## src/ssba_pkg.sv

```systemverilog
// Shared types and constants of the swap slot bitmap allocator.
`timescale 1ns / 1ps

package ssba_pkg;

   // Field widths of the request, result and register ports.
   localparam int CMD_W    = 2;
   localparam int SLOT_W   = 10;
   localparam int SECTOR_W = 13;
   localparam int STATUS_W = 2;
   localparam int CSR_W    = 11;

   // The free bitmap is stored as rows of this many slots.
   localparam int WORD_W = 32;
   localparam int BIT_W  = 5;

   localparam int QUEUE_DEPTH = 2;

   localparam logic [CSR_W-1:0] CSR_RESET = 11'd1024;

   localparam logic [CMD_W-1:0] CMD_SWAP_OUT = 2'd0;
   localparam logic [CMD_W-1:0] CMD_SWAP_IN  = 2'd1;
   localparam logic [CMD_W-1:0] CMD_RELEASE  = 2'd2;

   localparam logic [STATUS_W-1:0] STATUS_XFER  = 2'd0;
   localparam logic [STATUS_W-1:0] STATUS_FULL  = 2'd1;
   localparam logic [STATUS_W-1:0] STATUS_FREED = 2'd2;

   typedef enum logic [1:0] {
      OP_ALLOC,
      OP_READ,
      OP_RELEASE
   } op_type;

   typedef struct packed {
      op_type            op;
      logic [SLOT_W-1:0] slot;
      logic              can_free;
   } cmd_entry_type;

   typedef struct packed {
      logic full;
      logic empty;
   } q_status_type;

   typedef enum logic [2:0] {
      BK_CLEAR,
      BK_IDLE,
      BK_SCAN,
      BK_FREE,
      BK_PREP,
      BK_EMIT,
      BK_SINGLE
   } back_state_type;

endpackage

```

## src/ssba_ram.sv

```systemverilog
// Generic single-write, single-read RAM with registered read data.
`timescale 1ns / 1ps

module ssba_ram #(
   parameter int WIDTH = 32,
   parameter int DEPTH = 32
) (
   input  logic                                     clock,
   input  logic                                     wr_en,
   input  logic [((DEPTH > 1) ? $clog2(DEPTH) : 1)-1:0] wr_addr,
   input  logic [WIDTH-1:0]                         wr_data,
   input  logic                                     rd_en,
   input  logic [((DEPTH > 1) ? $clog2(DEPTH) : 1)-1:0] rd_addr,
   output logic [WIDTH-1:0]                         rd_data
);

   logic [WIDTH-1:0] mem [DEPTH];
   logic [WIDTH-1:0] rd_data_ff;

   always_ff @(posedge clock) begin
      if (wr_en) begin
         mem[wr_addr] <= wr_data;
      end
      if (rd_en) begin
         rd_data_ff <= mem[rd_addr];
      end
   end

   assign rd_data = rd_data_ff;

endmodule

```

## src/ssba_front.sv

```systemverilog
// Front end: accepts requests, decodes the command and pushes work into the queue.
`timescale 1ns / 1ps

module ssba_front
   import ssba_pkg::*;
#(
   parameter int MAX_SLOTS = 1024
) (
   input  logic                reset,
   input  logic                req_valid,
   output logic                req_stall,
   input  logic [CMD_W-1:0]    req_command,
   input  logic [SLOT_W-1:0]   req_slot_index,
   input  q_status_type        q_status,
   input  logic                clearing,
   output logic                push,
   output cmd_entry_type       push_entry
);

   localparam int CMP_W = 18;
   localparam logic [CMP_W-1:0] MAX_C = CMP_W'(MAX_SLOTS);

   logic accept;
   logic known;

   // Nothing is taken while the bitmap is being initialized.
   assign req_stall = q_status.full || clearing;
   assign accept    = req_valid && !req_stall;

   always_comb begin
      known           = 1'b1;
      push_entry.op   = OP_ALLOC;
      push_entry.slot = req_slot_index;
      // Slots beyond the bitmap still transfer but never touch a free bit.
      push_entry.can_free = (CMP_W'(req_slot_index) < MAX_C);
      case (req_command)
         CMD_SWAP_OUT: push_entry.op = OP_ALLOC;
         CMD_SWAP_IN:  push_entry.op = OP_READ;
         CMD_RELEASE:  push_entry.op = OP_RELEASE;
         default:      known = 1'b0;
      endcase
   end

   // An unknown command is accepted and dropped here.
   assign push = accept && known && !reset;

endmodule

```

## src/ssba_queue.sv

```systemverilog
// Two-entry queue of decoded commands between the front end and the back end.
`timescale 1ns / 1ps

module ssba_queue
   import ssba_pkg::*;
(
   input  logic          clock,
   input  logic          reset,
   input  logic          push,
   input  cmd_entry_type push_entry,
   input  logic          pop,
   output cmd_entry_type head,
   output q_status_type  q_status
);

   localparam int PTR_W = (QUEUE_DEPTH > 1) ? $clog2(QUEUE_DEPTH) : 1;
   localparam int CNT_W = $clog2(QUEUE_DEPTH + 1);
   localparam logic [CNT_W-1:0] FULL_CNT = CNT_W'(QUEUE_DEPTH);
   localparam logic [PTR_W-1:0] LAST_PTR = PTR_W'(QUEUE_DEPTH - 1);

   cmd_entry_type entry_ff [QUEUE_DEPTH];
   logic [PTR_W-1:0] wr_ptr_ff, wr_ptr_in;
   logic [PTR_W-1:0] rd_ptr_ff, rd_ptr_in;
   logic [CNT_W-1:0] count_ff, count_in;

   always_comb begin
      wr_ptr_in = wr_ptr_ff;
      rd_ptr_in = rd_ptr_ff;
      count_in  = count_ff;
      if (push) begin
         wr_ptr_in = (wr_ptr_ff == LAST_PTR) ? '0 : wr_ptr_ff + 1'b1;
      end
      if (pop) begin
         rd_ptr_in = (rd_ptr_ff == LAST_PTR) ? '0 : rd_ptr_ff + 1'b1;
      end
      if (push && !pop) begin
         count_in = count_ff + 1'b1;
      end else if (pop && !push) begin
         count_in = count_ff - 1'b1;
      end
   end

   always_ff @(posedge clock) begin
      if (reset) begin
         wr_ptr_ff <= '0;
         rd_ptr_ff <= '0;
         count_ff  <= '0;
      end else begin
         wr_ptr_ff <= wr_ptr_in;
         rd_ptr_ff <= rd_ptr_in;
         count_ff  <= count_in;
      end
   end

   always_ff @(posedge clock) begin
      if (push) begin
         entry_ff[wr_ptr_ff] <= push_entry;
      end
   end

   assign head           = entry_ff[rd_ptr_ff];
   assign q_status.full  = (count_ff == FULL_CNT);
   assign q_status.empty = (count_ff == '0);

endmodule

```

## src/ssba_back.sv

```systemverilog
// Back end: bitmap clearing, first-fit scan, slot freeing and result sequencing.
`timescale 1ns / 1ps

module ssba_back
   import ssba_pkg::*;
#(
   parameter int MAX_SLOTS        = 1024,
   parameter int SECTORS_PER_SLOT = 8
) (
   input  logic                clock,
   input  logic                reset,
   input  logic [CSR_W-1:0]    slots_in_use,
   input  cmd_entry_type       head,
   input  q_status_type        q_status,
   output logic                pop,
   output logic                clearing,
   output logic                rsp_valid,
   input  logic                rsp_stall,
   output logic [SECTOR_W-1:0] rsp_sector_number,
   output logic                rsp_is_read,
   output logic [SLOT_W-1:0]   rsp_slot_used,
   output logic [STATUS_W-1:0] rsp_status,
   output logic                rsp_last
);

   localparam int IDX_W = ($clog2(MAX_SLOTS) > SLOT_W) ? $clog2(MAX_SLOTS) : SLOT_W;
   localparam int ROWS  = (MAX_SLOTS + WORD_W - 1) / WORD_W;
   localparam int ROW_W = (ROWS > 1) ? $clog2(ROWS) : 1;
   localparam int CMP_W = ((ROW_W + BIT_W > CSR_W) ? ROW_W + BIT_W : CSR_W) + 1;
   localparam int K_W   = (SECTORS_PER_SLOT > 1) ? $clog2(SECTORS_PER_SLOT) : 1;
   localparam int MUL_W = IDX_W + 7;
   localparam logic [CMP_W-1:0] MAX_C    = CMP_W'(MAX_SLOTS);
   localparam logic [ROW_W-1:0] LAST_ROW = ROW_W'(ROWS - 1);
   localparam logic [K_W-1:0]   LAST_K   = K_W'(SECTORS_PER_SLOT - 1);
   localparam logic [MUL_W-1:0] SPS_MUL  = MUL_W'(SECTORS_PER_SLOT);

   // Bits of a row that belong to slots below the given limit.
   function automatic logic [WORD_W-1:0] row_mask(input logic [ROW_W-1:0] row,
                                                  input logic [CMP_W-1:0] lim);
      logic [CMP_W-1:0]  lo;
      logic [CMP_W-1:0]  hi;
      logic [WORD_W-1:0] m;
      lo = CMP_W'({row, {BIT_W{1'b0}}});
      hi = lo + CMP_W'(WORD_W);
      if (hi <= lim) begin
         m = '1;
      end else if (lo >= lim) begin
         m = '0;
      end else begin
         m = ~({WORD_W{1'b1}} << lim[BIT_W-1:0]);
      end
      return m;
   endfunction

   back_state_type state_ff, state_in;

   logic [ROW_W-1:0]    clr_row_ff, clr_row_in;
   logic [ROW_W-1:0]    row_ff, row_in;
   logic [ROW_W-1:0]    hint_ff, hint_in;
   op_type              op_ff, op_in;
   logic [IDX_W-1:0]    slot_ff, slot_in;
   logic [CMP_W-1:0]    limit_ff, limit_in;
   logic [SECTOR_W-1:0] sector_ff, sector_in;
   logic [K_W-1:0]      cnt_ff, cnt_in;

   logic                rsp_valid_ff, rsp_valid_in;
   logic [SECTOR_W-1:0] rsp_sector_ff, rsp_sector_in;
   logic                rsp_is_read_ff, rsp_is_read_in;
   logic [SLOT_W-1:0]   rsp_slot_ff, rsp_slot_in;
   logic [STATUS_W-1:0] rsp_status_ff, rsp_status_in;
   logic                rsp_last_ff, rsp_last_in;

   logic                ram_wr_en;
   logic [ROW_W-1:0]    ram_wr_addr;
   logic [WORD_W-1:0]   ram_wr_data;
   logic                ram_rd_en;
   logic [ROW_W-1:0]    ram_rd_addr;
   logic [WORD_W-1:0]   ram_rd_data;

   logic [CMP_W-1:0]    lim_now;
   logic [CMP_W-1:0]    csr_ext;
   logic [WORD_W-1:0]   scan_hits;
   logic [BIT_W-1:0]    hit_bit;
   logic [CMP_W-1:0]    scan_hi;
   logic                end_reached;
   logic [IDX_W-1:0]    head_slot_ext;
   logic [ROW_W-1:0]    head_row;
   logic [ROW_W-1:0]    slot_row;
   logic [BIT_W-1:0]    slot_bit;
   logic [MUL_W-1:0]    base_prod;
   logic                out_free;

   ssba_ram #(
      .WIDTH (WORD_W),
      .DEPTH (ROWS)
   ) u_bitmap (
      .clock   (clock),
      .wr_en   (ram_wr_en),
      .wr_addr (ram_wr_addr),
      .wr_data (ram_wr_data),
      .rd_en   (ram_rd_en),
      .rd_addr (ram_rd_addr),
      .rd_data (ram_rd_data)
   );

   assign csr_ext       = CMP_W'(slots_in_use);
   assign lim_now       = (csr_ext > MAX_C) ? MAX_C : csr_ext;
   assign scan_hits     = ram_rd_data & row_mask(row_ff, limit_ff);
   assign scan_hi       = CMP_W'({row_ff, {BIT_W{1'b0}}}) + CMP_W'(WORD_W);
   assign end_reached   = (scan_hi >= limit_ff) || (row_ff == LAST_ROW);
   assign head_slot_ext = IDX_W'(head.slot);
   assign head_row      = head_slot_ext[BIT_W +: ROW_W];
   assign slot_row      = slot_ff[BIT_W +: ROW_W];
   assign slot_bit      = slot_ff[BIT_W-1:0];
   assign base_prod     = MUL_W'(slot_ff) * SPS_MUL;
   assign out_free      = !rsp_valid_ff || !rsp_stall;
   assign clearing      = (state_ff == BK_CLEAR);

   always_comb begin
      hit_bit = '0;
      for (int i = WORD_W - 1; i >= 0; i--) begin
         if (scan_hits[i]) begin
            hit_bit = BIT_W'(i);
         end
      end
   end

   // Next state.
   always_comb begin
      state_in = state_ff;
      case (state_ff)
         BK_CLEAR: begin
            if (clr_row_ff == LAST_ROW) begin
               state_in = BK_IDLE;
            end
         end
         BK_IDLE: begin
            if (!q_status.empty) begin
               case (head.op)
                  OP_ALLOC:   state_in = BK_SCAN;
                  OP_READ:    state_in = head.can_free ? BK_FREE : BK_PREP;
                  OP_RELEASE: state_in = head.can_free ? BK_FREE : BK_SINGLE;
                  default:    state_in = BK_IDLE;
               endcase
            end
         end
         BK_SCAN: begin
            if (scan_hits != '0) begin
               state_in = BK_PREP;
            end else if (end_reached) begin
               state_in = BK_SINGLE;
            end
         end
         BK_FREE: begin
            state_in = (op_ff == OP_READ) ? BK_PREP : BK_SINGLE;
         end
         BK_PREP: begin
            state_in = BK_EMIT;
         end
         BK_EMIT: begin
            if (out_free && cnt_ff == LAST_K) begin
               state_in = BK_IDLE;
            end
         end
         BK_SINGLE: begin
            if (out_free) begin
               state_in = BK_IDLE;
            end
         end
         default: state_in = BK_CLEAR;
      endcase
   end

   // Outputs and datapath.
   always_comb begin
      pop            = 1'b0;
      ram_wr_en      = 1'b0;
      ram_wr_addr    = row_ff;
      ram_wr_data    = ram_rd_data;
      ram_rd_en      = 1'b0;
      ram_rd_addr    = row_ff;
      clr_row_in     = clr_row_ff;
      row_in         = row_ff;
      hint_in        = hint_ff;
      op_in          = op_ff;
      slot_in        = slot_ff;
      limit_in       = limit_ff;
      sector_in      = sector_ff;
      cnt_in         = cnt_ff;
      rsp_valid_in   = rsp_valid_ff && rsp_stall;
      rsp_sector_in  = rsp_sector_ff;
      rsp_is_read_in = rsp_is_read_ff;
      rsp_slot_in    = rsp_slot_ff;
      rsp_status_in  = rsp_status_ff;
      rsp_last_in    = rsp_last_ff;
      case (state_ff)
         BK_CLEAR: begin
            // Slots past the end of the bitmap are stored as taken.
            ram_wr_en   = 1'b1;
            ram_wr_addr = clr_row_ff;
            ram_wr_data = row_mask(clr_row_ff, MAX_C);
            clr_row_in  = clr_row_ff + 1'b1;
            hint_in     = '0;
         end
         BK_IDLE: begin
            if (!q_status.empty) begin
               pop       = 1'b1;
               op_in     = head.op;
               slot_in   = head_slot_ext;
               limit_in  = lim_now;
               ram_rd_en = 1'b1;
               if (head.op == OP_ALLOC) begin
                  ram_rd_addr = hint_ff;
                  row_in      = hint_ff;
               end else begin
                  ram_rd_addr = head_row;
                  row_in      = head_row;
               end
            end
         end
         BK_SCAN: begin
            // Every row below the hint has no free slot at all.
            if (ram_rd_data == '0 && row_ff == hint_ff && row_ff != LAST_ROW) begin
               hint_in = row_ff + 1'b1;
            end
            if (scan_hits != '0) begin
               ram_wr_en   = 1'b1;
               ram_wr_addr = row_ff;
               ram_wr_data = ram_rd_data & ~(WORD_W'(1) << hit_bit);
               slot_in     = IDX_W'({row_ff, hit_bit});
            end else if (end_reached) begin
               slot_in = '0;
            end else begin
               row_in      = row_ff + 1'b1;
               ram_rd_en   = 1'b1;
               ram_rd_addr = row_ff + 1'b1;
            end
         end
         BK_FREE: begin
            ram_wr_en   = 1'b1;
            ram_wr_addr = slot_row;
            ram_wr_data = ram_rd_data | (WORD_W'(1) << slot_bit);
            if (slot_row < hint_ff) begin
               hint_in = slot_row;
            end
         end
         BK_PREP: begin
            sector_in = base_prod[SECTOR_W-1:0];
            cnt_in    = '0;
         end
         BK_EMIT: begin
            if (out_free) begin
               rsp_valid_in   = 1'b1;
               rsp_sector_in  = sector_ff;
               rsp_is_read_in = (op_ff == OP_READ);
               rsp_slot_in    = slot_ff[SLOT_W-1:0];
               rsp_status_in  = STATUS_XFER;
               rsp_last_in    = (cnt_ff == LAST_K);
               sector_in      = sector_ff + 1'b1;
               cnt_in         = cnt_ff + 1'b1;
            end
         end
         BK_SINGLE: begin
            if (out_free) begin
               rsp_valid_in   = 1'b1;
               rsp_sector_in  = '0;
               rsp_is_read_in = 1'b0;
               rsp_slot_in    = slot_ff[SLOT_W-1:0];
               rsp_status_in  = (op_ff == OP_ALLOC) ? STATUS_FULL : STATUS_FREED;
               rsp_last_in    = 1'b1;
            end
         end
         default: begin
            clr_row_in = '0;
         end
      endcase
   end

   always_ff @(posedge clock) begin
      if (reset) begin
         state_ff     <= BK_CLEAR;
         clr_row_ff   <= '0;
         hint_ff      <= '0;
         rsp_valid_ff <= 1'b0;
      end else begin
         state_ff     <= state_in;
         clr_row_ff   <= clr_row_in;
         hint_ff      <= hint_in;
         rsp_valid_ff <= rsp_valid_in;
      end
   end

   always_ff @(posedge clock) begin
      row_ff         <= row_in;
      op_ff          <= op_in;
      slot_ff        <= slot_in;
      limit_ff       <= limit_in;
      sector_ff      <= sector_in;
      cnt_ff         <= cnt_in;
      rsp_sector_ff  <= rsp_sector_in;
      rsp_is_read_ff <= rsp_is_read_in;
      rsp_slot_ff    <= rsp_slot_in;
      rsp_status_ff  <= rsp_status_in;
      rsp_last_ff    <= rsp_last_in;
   end

   assign rsp_valid         = rsp_valid_ff;
   assign rsp_sector_number = rsp_sector_ff;
   assign rsp_is_read       = rsp_is_read_ff;
   assign rsp_slot_used     = rsp_slot_ff;
   assign rsp_status        = rsp_status_ff;
   assign rsp_last          = rsp_last_ff;

endmodule

```

## src/swap_slot_bitmap_allocator_top.sv

```systemverilog
// Top level of the first-fit swap slot bitmap allocator.
// Requests enter on req_ (valid/stall) with a command and a slot index; each request
// transaction yields result transactions on rsp_ (valid/stall), the final one with
// rsp_last set. Swap-out claims the lowest free slot below the slot count and gives
// SECTORS_PER_SLOT write sectors, or one "no free slot" result. Swap-in gives the
// slot's read sectors and frees it; release frees it and gives one result.
// The slot count is written on csr_ (valid/ready, always ready); the user writes it
// only while idle, which the block does not enforce. A decoded request waits in a
// two-entry queue, so req_ keeps accepting while the back end works or rsp_ is
// stalled; when rsp_ stalls, the back end holds its result and stops, and req_stall
// rises once the queue is full. In the back end, swap-in reads the slot's bitmap row,
// writes it back with the slot's bit set, prepares the first sector and emits
// SECTORS_PER_SLOT results; release reads and writes the row the same way and emits
// one result. Swap-out scans the 32-slot bitmap rows, one row per cycle, starting at
// the lowest row that may hold a free slot, clears the first free bit it finds, then
// prepares and emits its sectors; a full device ends the scan with one result. The
// bitmap RAM has one port of each kind. After reset the back end marks every slot
// below MAX_SLOTS free in the bitmap, one row per cycle, while req_stall stays high.
`timescale 1ns / 1ps

module swap_slot_bitmap_allocator_top
   import ssba_pkg::*;
#(
   parameter int MAX_SLOTS        = 1024,
   parameter int SECTORS_PER_SLOT = 8
) (
   input  logic                clock,
   input  logic                reset,
   input  logic                req_valid,
   output logic                req_stall,
   input  logic [CMD_W-1:0]    req_command,
   input  logic [SLOT_W-1:0]   req_slot_index,
   output logic                rsp_valid,
   input  logic                rsp_stall,
   output logic [SECTOR_W-1:0] rsp_sector_number,
   output logic                rsp_is_read,
   output logic [SLOT_W-1:0]   rsp_slot_used,
   output logic [STATUS_W-1:0] rsp_status,
   output logic                rsp_last,
   input  logic                csr_valid,
   output logic                csr_ready,
   input  logic [CSR_W-1:0]    csr_slots_in_use
);

   logic [CSR_W-1:0] slots_ff, slots_in;
   logic             push;
   logic             pop;
   logic             clearing;
   cmd_entry_type    push_entry;
   cmd_entry_type    head;
   q_status_type     q_status;

   assign csr_ready = 1'b1;
   assign slots_in  = (csr_valid && csr_ready) ? csr_slots_in_use : slots_ff;

   always_ff @(posedge clock) begin
      if (reset) begin
         slots_ff <= CSR_RESET;
      end else begin
         slots_ff <= slots_in;
      end
   end

   ssba_front #(
      .MAX_SLOTS (MAX_SLOTS)
   ) u_front (
      .reset          (reset),
      .req_valid      (req_valid),
      .req_stall      (req_stall),
      .req_command    (req_command),
      .req_slot_index (req_slot_index),
      .q_status       (q_status),
      .clearing       (clearing),
      .push           (push),
      .push_entry     (push_entry)
   );

   ssba_queue u_queue (
      .clock      (clock),
      .reset      (reset),
      .push       (push),
      .push_entry (push_entry),
      .pop        (pop),
      .head       (head),
      .q_status   (q_status)
   );

   ssba_back #(
      .MAX_SLOTS        (MAX_SLOTS),
      .SECTORS_PER_SLOT (SECTORS_PER_SLOT)
   ) u_back (
      .clock             (clock),
      .reset             (reset),
      .slots_in_use      (slots_ff),
      .head              (head),
      .q_status          (q_status),
      .pop               (pop),
      .clearing          (clearing),
      .rsp_valid         (rsp_valid),
      .rsp_stall         (rsp_stall),
      .rsp_sector_number (rsp_sector_number),
      .rsp_is_read       (rsp_is_read),
      .rsp_slot_used     (rsp_slot_used),
      .rsp_status        (rsp_status),
      .rsp_last          (rsp_last)
   );

   // The back end never takes an entry from an empty queue.
   assert property (@(posedge clock) disable iff (reset) pop |-> !q_status.empty)
      else $error("queue popped while empty");

   // No request is taken while the bitmap is being initialized.
   assert property (@(posedge clock) disable iff (reset) clearing |-> req_stall)
      else $error("request accepted during bitmap clear");

   // A full device gives a single result with zeroed transfer fields.
   assert property (@(posedge clock) disable iff (reset)
      (rsp_valid && rsp_status == STATUS_FULL) |->
         (rsp_last && rsp_sector_number == '0 && !rsp_is_read && rsp_slot_used == '0))
      else $error("malformed no-free-slot result");

   // Every result without a transfer closes its request.
   assert property (@(posedge clock) disable iff (reset)
      (rsp_valid && rsp_status != STATUS_XFER) |-> rsp_last)
      else $error("non-transfer result without last");

endmodule
```

## config.mk

```make
export PLATFORM = sky130hd
export DESIGN_NAME = swap_slot_bitmap_allocator_top
export DESIGN_NICKNAME = d
export VERILOG_FILES = /design/src/ssba_pkg.sv /design/src/ssba_ram.sv /design/src/ssba_front.sv /design/src/ssba_queue.sv /design/src/ssba_back.sv /design/src/swap_slot_bitmap_allocator_top.sv
export SDC_FILE = /design/constraint.sdc
export NUM_CORES = 2
export LEC_CHECK = 0
export ABC_CLOCK_PERIOD_IN_PS = 9700
export BUFFER_PORTS_ARGS = -buffer_cell sky130_fd_sc_hd__buf_2
export CORE_AREA = 3 3 280 282
export DETAILED_ROUTE_END_ITERATION = 7
export DIE_AREA = 0 0 283 285
export PLACE_DENSITY = 0.82
export SETUP_SLACK_MARGIN = 0.1
export SYNTH_ARGS = -nofsm -noshare
export SYNTH_HDL_FRONTEND = slang
export SYNTH_SLANG_ARGS = --single-unit
```

## constraint.sdc

```tcl
create_clock -name clock -period 9.7 [get_ports clock]
set_input_delay 1.94 -clock clock [delete_from_list [all_inputs] [get_ports clock]]
set_output_delay 1.94 -clock clock [all_outputs]
set_load 0.01 [all_outputs]
```

After elaboration in Yosys (flattened, before gate mapping)
Memories as Yosys holds them, arrays and structs flattened. A register that Yosys moved wholly into a read port is not among the register bits.
Cells that the tools add are included.

cells by class
  $add $sub $neg = 10
  $mul = 0
  divide/modulo/power cells = 0
  $lt $le $gt $ge = 6
  equal/unequal tests = 25
  shift operators = 3
  multiplexer cells = 100
  bitwise gates (word level) = 6
  reductions and logical operators = 41

operators by type and width
  operator               number
  $mux 5                 38
  $mux 32                4
  $pmux 32 s3            1
  $and 32x32->32         2
  $not 32->32            2
  $shl 1x5->32 const A   2
  $pmux 13 s2            2
  $mux 13                3
  $logic_not 32->1       1
  $or 32x32->32          1
  $reduce_bool 32->1     1
  $shl 32x5->32 const A  1
  $mux 10                3
  $pmux 5 s2             3
  $mux 3                 9
  $add 10x6->11 const B  2
  $pmux 3 s7             1
  $mux 1                 20
  $pmux 10 s2            1
  $pmux 5 s3             1
  $add 13x1->13 const B  1
  $eq 3x3->1 const B     4
  $ge 10x12->1           1
  $ge 12x12->1           1
  38 further kinds       86

storage, ports and cells
  flip-flop bits (word level) = 101
  latch bits = 0
  bits in writable memories = 1048
  memory bits (read-only) = 0
  bits of input ports = 28
  output and inout bits = 30
  logic and storage cells = 213
  memories = 2

memory list
  name                 depth  bits a word  read ports  clocked after Yosys merged registers in  write ports  line              text
  u_back.u_bitmap.mem  32     32           1           1                                        1            ssba_ram.sv:17    logic [WIDTH-1:0] mem [DEPTH];
  u_queue.entry_ff     2      12           1           1                                        1            ssba_queue.sv:21  cmd_entry_type entry_ff [QUEUE_DEPTH];

Logic depth before layout (Yosys ltp)
  depth in word-level cells = 42
  depth in mapped cells = 23

Cells and area by module
A second synthesis with hierarchy kept.

unflattened totals
  cells, all modules = 3189
  area, all modules = 49216.0 um2

by module, submodules not included
  module                          times used  cells each  area an instance (um2)  seq. area each (um2)
  ssba_ram                        1           2260        40812.9                 31710.4
  ssba_back                       1           813         6722.7                  2362.3
  ssba_queue                      1           62          1139.8                  880.8
  swap_slot_bitmap_allocator_top  1           37          401.6                   220.2
  ssba_front                      1           17          138.9                   0.0

Least setup slack after synthesis
No wires, ideal clock.

  path kind = reg-to-reg
  start point = register u_back.row_ff[2]
  end point = memory u_back.u_bitmap.mem[0][6] (data pin)
  setup time = 0.454 ns
  arrival time = 5.135 ns
  data required time = 9.246 ns
  slack = 4.111 ns
  cell stages (with the launch flop) = 21
  path through = dfxtp_1 > clkbuf_1 > and3_1 > ha_1 > ha_1 > nand3_1 > a21oi_1 > o21ai_1 > buf_2 > buf_2 > buf_1 > a21oi_1 > nor4_1 > o21ai_0 > a31oi_1 > o211ai_1 > a211oi_1 > o311ai_1 > clkbuf_1 > nor3_1 > o21ai_0

between the ends
  word-level cells in the longest chain between the ends = 41
  elaborated cells on any way between the ends = 44

RTL lines
  item                                                  line                              text
  start: declaration                                    ssba_back.sv:58                   logic [ROW_W-1:0] row_ff, row_in;
  start signal: assignment                              ssba_back.sv:294                  row_ff <= row_in;
  $add 10x6->11 / $ge 10x12->1 (equally long branches)  ssba_back.sv:44, ssba_back.sv:47
  $le 12x12->1 / $mux 32 (equally long branches)        ssba_back.sv:45, ssba_back.sv:47
  $mux 32 *                                             ssba_back.sv:45                   if (hi <= lim) begin
  $and 32x32->32 *                                      ssba_back.sv:108                  assign scan_hits = ram_rd_data & row_mask(row_ff, limit_ff);
  $mux 5 (32 in series)                                 ssba_back.sv:122                  if (scan_hits[i]) begin
  $shl 1x5->32                                          ssba_back.sv:229                  ram_wr_data = ram_rd_data & ~(WORD_W'(1) << hit_bit);
  $not 32->32                                           ssba_back.sv:229
  $and 32x32->32                                        ssba_back.sv:229
  $mux 32 *                                             ssba_back.sv:226                  if (scan_hits != '0) begin
  $pmux 32 s3 *                                         ssba_back.sv:196                  case (state_ff)
  net u_back.ram_wr_data[6]                             ssba_back.sv:75                   logic [WORD_W-1:0] ram_wr_data;
  end: declaration                                      ssba_ram.sv:17

The timed path passes the listed nets; every way through them passes the cells marked *.

Final worst setup path
  start point = register u_back.row_ff[1]
  end point = register u_back.u_bitmap.rd_data_ff[1] (netlist: u_back.u_bitmap.rd_data[1]) (read register of u_back.u_bitmap.mem) (data pin)

between the ends
  word-level cells in the longest chain between the ends = 7
  elaborated cells on any way between the ends = 18

RTL lines
  item                                                  line                                                text
  $add 10x6->11 / $ge 10x12->1 (equally long branches)  ssba_back.sv:44, ssba_back.sv:109, ssba_back.sv:47
  $le 12x12->1 / $mux 32 (equally long branches)        ssba_back.sv:45, ssba_back.sv:47
  $mux 32                                               ssba_back.sv:45
  $and 32x32->32                                        ssba_back.sv:108
  $reduce_bool 32->1                                    ssba_back.sv:226
  $mux 5 / $mux 1 (equally long branches)               ssba_back.sv:226
  $pmux 5 s2 / $pmux 1 s2 (equally long branches)       ssba_back.sv:196
  end: declaration                                      ssba_ram.sv:18                                      logic [WIDTH-1:0] rd_data_ff;

Parallel ways exist; a longest one is shown, timed or not.
A chain may end at the register's enable or synchronous reset.

==> impl_metrics.ini <==
[grt]
grt_use_met2_pct = 53.1
top_usage_layer = met2
grt_pass1_wl_um = 212000
overflow = 0
grt_usage_pct = 35.5
use_met3_pct = 9.15
grt_max_degree = 187
grt_pass1_vias = 33602
use_met1_pct = 47.3
antenna_found_initial = 3

[route]
antenna_left = 0
vias = 35065
first_pass_iters = 7
viasPerCell = 7.05
wl_per_cell_um = 29.3
drtIter0Drc = 6049
drc = 0
wirelength_um = 146000

[timing]
drv_slew = 0
finalSetupViolCount = 0
hold_viol = 0
rsz0062_at_grt = false
clock_skew_ns = 0.0634
period_share_pct = 77.4
relSlewSlack_pct = 6.61
period_minus_slack_ns = 7.51
clock.fmax_ghz = 0.133
setup_tns_ns = 0
tightest_slew_ns = 1.40
holdWs_ns = 0.499

[setup_path]
endpoint_kind = flop
max_stage_delay_ns = 0.77
cp_num_buf_inv = 2
cp.arrival_ns = 7.97
crit_family = compound AO/OA/AOI/OAI gates
cpMostUsedCell = ha_1
worstPathMaxFanout = 148
crit_slowest_cell = inv_8
worstPathCellList = ha_1 -> and3_1 -> ha_1 -> ha_1 -> nand3_1 -> a21oi_1 -> o221ai_1 -> o21ai_0 -> and4_1 -> and4_1 -> a41o_4 -> nand2_4 -> inv_8 -> buf_4 -> nand2_1 -> a311oi_1 -> a311oi_1 -> nor4_1
reg2reg_from = u_back.row_ff[1]
crit_required_ns = 10.16
startpoint = u_back.row_ff[1]
start_kind = flop
path_class = flop to flop

[placement]
placed_cells = 4773
gp_congestion = 1.02
dpl-instance-area_um2 = 50900
place_hpwl_um = 79000
io_buffers = 56

[layout]
seq_area_um2 = 35100
area_growth_pct = 10.5
final_layout_size_suffix_gt1_share_pct = 9.86
multi_input_area_um2 = 13300
fin_nets = 3907
final_area_um2 = 54500
fill_cells = 4725
stdcell_count = 4977

[clock_tree]
cts_buffers = 111
cts.sinks = 1181
ctsResizeCount = 0
clock_path_buffers = 3
cts_root_buffer = clkbuf_16
cts_tree = built
hold_buffers = 0
path_clk_slew_ns = 0.06
cts_setup_buffers = 0
clock_latency_ns = 0.71
htree_levels = 3

[floorplan]
die_height_um = 285
rows = 101
start_util_pct = 64.9
die_w_um = 283
coreArea_um2 = 75900
die_area_um2 = 80700
io_pins = 58

[synthesis]
ys_seq_elements = 1181
syn-cell-area_um2 = 49300
yosysTopAreaCell = edfxtp_1
syn_inst = 3880
async_flop_share_pct = 0
synth_edf_count = 1146
syn_area_per_cell_um2 = 12.7
synth_area_leaders = edfxtp_1 70%, nand2_1 6.9%, nand4_1 3.0%, a211oi_1 1.9%, nand3_1 1.8%
ys.flop_type = edfxtp_1
yosysWarningCount = 0
ys_types = 81
synth_top_area_share_pct = 69.8
synth-seq-area-share_pct = 71.3
syn_nets = 3931

[power]
leakagePower_nw = 17.7
power.density_nw_per_um2 = 313
max-vdd-ir-drop_uv = 306

[min_path]
holdCritPathClass = flop to flop
hold_start = slots_ff[6]

[outcome]
outcome = completed

[flow_run]
drv_cap = 0
==> logic make-up (layout without fill, tap and decap cells) <==
logic type / Yosys count / after routing / share of synthesized area, %
and+or+nand+nor: 1720 / 1720 / 16.3
DFF: 1181 / 1181 / 71.3
AOI/OAI and AO/OA: 591 / 591 / 8.31
buffers and inverters: 315 / 380 / 2.57
muxes: 27 / 27 / 0.559
adders and majority gates: 23 / 23 / 0.584
xor gates and xnor gates: 22 / 22 / 0.391
other: 1 / 3 / 0.00761
==> cells in the mapped netlist, drive strengths merged (9+ instances only) <==
| library cell | number |
|---|---|
| o221ai | 11 |
| edfxtp | 1146 |
| a21oi | 83 |
| a211oi | 127 |
| a31o | 11 |
| o21ai | 86 |
| buf | 84 |
| and2 | 21 |
| dfxtp | 35 |
| xor2 | 16 |
| a311oi | 64 |
| nand4 | 239 |
| nand3 | 179 |
| a31oi | 83 |
| nor2 | 122 |
| ha | 23 |
| nor3 | 22 |
| o22ai | 42 |
| nand2 | 904 |
| nor4 | 47 |
| o311ai | 10 |
| clkbuf | 195 |
| nor2b | 27 |
| and3 | 117 |
| o22a | 9 |
| inv | 36 |
| mux2i | 23 |
==> path summary, 6_finish.rpt <==
check                                    end  slack, ns  cells past startpoint
hold reg to reg                  slots_ff[6]       0.50                      2
setup reg to reg  u_back.u_bitmap.rd_data[1]       2.19                     18
hold / removal                   slots_ff[6]       0.50                      2
setup / recovery  u_back.u_bitmap.rd_data[1]       2.19                     18
==> power breakdown <==
part | total (mW) | switching, mW | leakage (nW) | internal [mW]
logic | 5.86 | 4.48 | 5.88 | 1.37
clock network | 4.30 | 1.86 | 1.74 | 2.44
registers | 6.90 | 0.171 | 10.1 | 6.73
total | 17.1 | 6.51 | 17.7 | 10.5
==> flip-flops by register name, indices dropped and copies added, names as in the netlist, 2 cells and up, named ones only <==
signal                    cells
u_back.sector_ff             13
u_back.row_ff                 5
u_back.cnt_ff                 3
u_back.hint_ff                5
u_back.u_bitmap.mem        1024
u_back.state_ff               3
u_back.slot_ff               10
u_back.u_bitmap.rd_data      32
u_queue.entry_ff             24
u_back.rsp_slot_used         10
u_back.rsp_sector_number     13
u_back.op_ff                  2
u_back.limit_ff              11
u_queue.count_ff              2
slots_ff                     11
u_back.rsp_status             2
u_back.clr_row_ff             5
==> layout make-up <==
cell class | instances | area share [%]
inverter | 36 | 0.271
sequential | 1181 | 64.5
clock buffer | 141 | 5.42
timing repair buffer | 142 | 1.81
tap | 1030 | 2.37
clock inverter | 61 | 1.18
antenna | 2 | 0.00919
multi-input combinational | 2384 | 24.5
==> placed cells by master (no fill, tap or decap), drive strengths merged, types with 6 or more instances in the layout <==
master    synthesis  routed
clkbuf          195     141
dfxtp            35      35
edfxtp         1146    1146
inv              36      38
a31oi            83      83
bufinv            0      11
a21oi            83      83
nor4             47      47
nor3             22      22
and3            117     117
nor2b            27      27
and2             21      21
xor2             16      16
o21a              6       6
nand2           904     904
or3               8       8
nand4           239     239
o21ai            86      86
o221ai           11      11
nand3           179     179
o22a              9       9
a21o              8       8
xnor2             6       6
a311oi           64      64
nor2            122     122
o211ai            8       8
mux2i            23      23
a211oi          127     127
a22oi             6       6
clkinvlp          0       6
o22ai            42      42
buf              84     142
ha               23      23
a2111oi           8       8
clkinv            0      42
nand2b            6       6
o311ai           10      10
a31o             11      11
==> routing by layer <==
metal / wire [µm] / part of all wire [%] / up-vias
li1: - / - / 14679
met1: 50000 / 34 / 16703
met2: 64400 / 44 / 3061
met3: 21300 / 15 / 620
met4: 9890 / 6.8 / 2
met5: 12 / 0.0082 / -
==> tightest hold or removal path: cells and delay by family, from the launching register on <==
family           cells  cell delay, ns
DFF                  1            0.33
muxes                1            0.07
and+or+nand+nor      1            0.07
==> metrics by stage <==
| stage | worst slack [ns] | util [%] | power [mW] |
|---|---|---|---|
| floorplan | 4.11 | - | 10.6 |
| global placement | 2.75 | 67.0 | 12.4 |
| global route | 1.81 | 71.7 | 17.6 |
| detailed placement | 2.50 | 67.0 | 12.6 |
| CTS | 2.48 | 71.7 | 16.8 |
| finish | 2.19 | 71.7 | 17.1 |
Power figures use the tool's default switching activity.
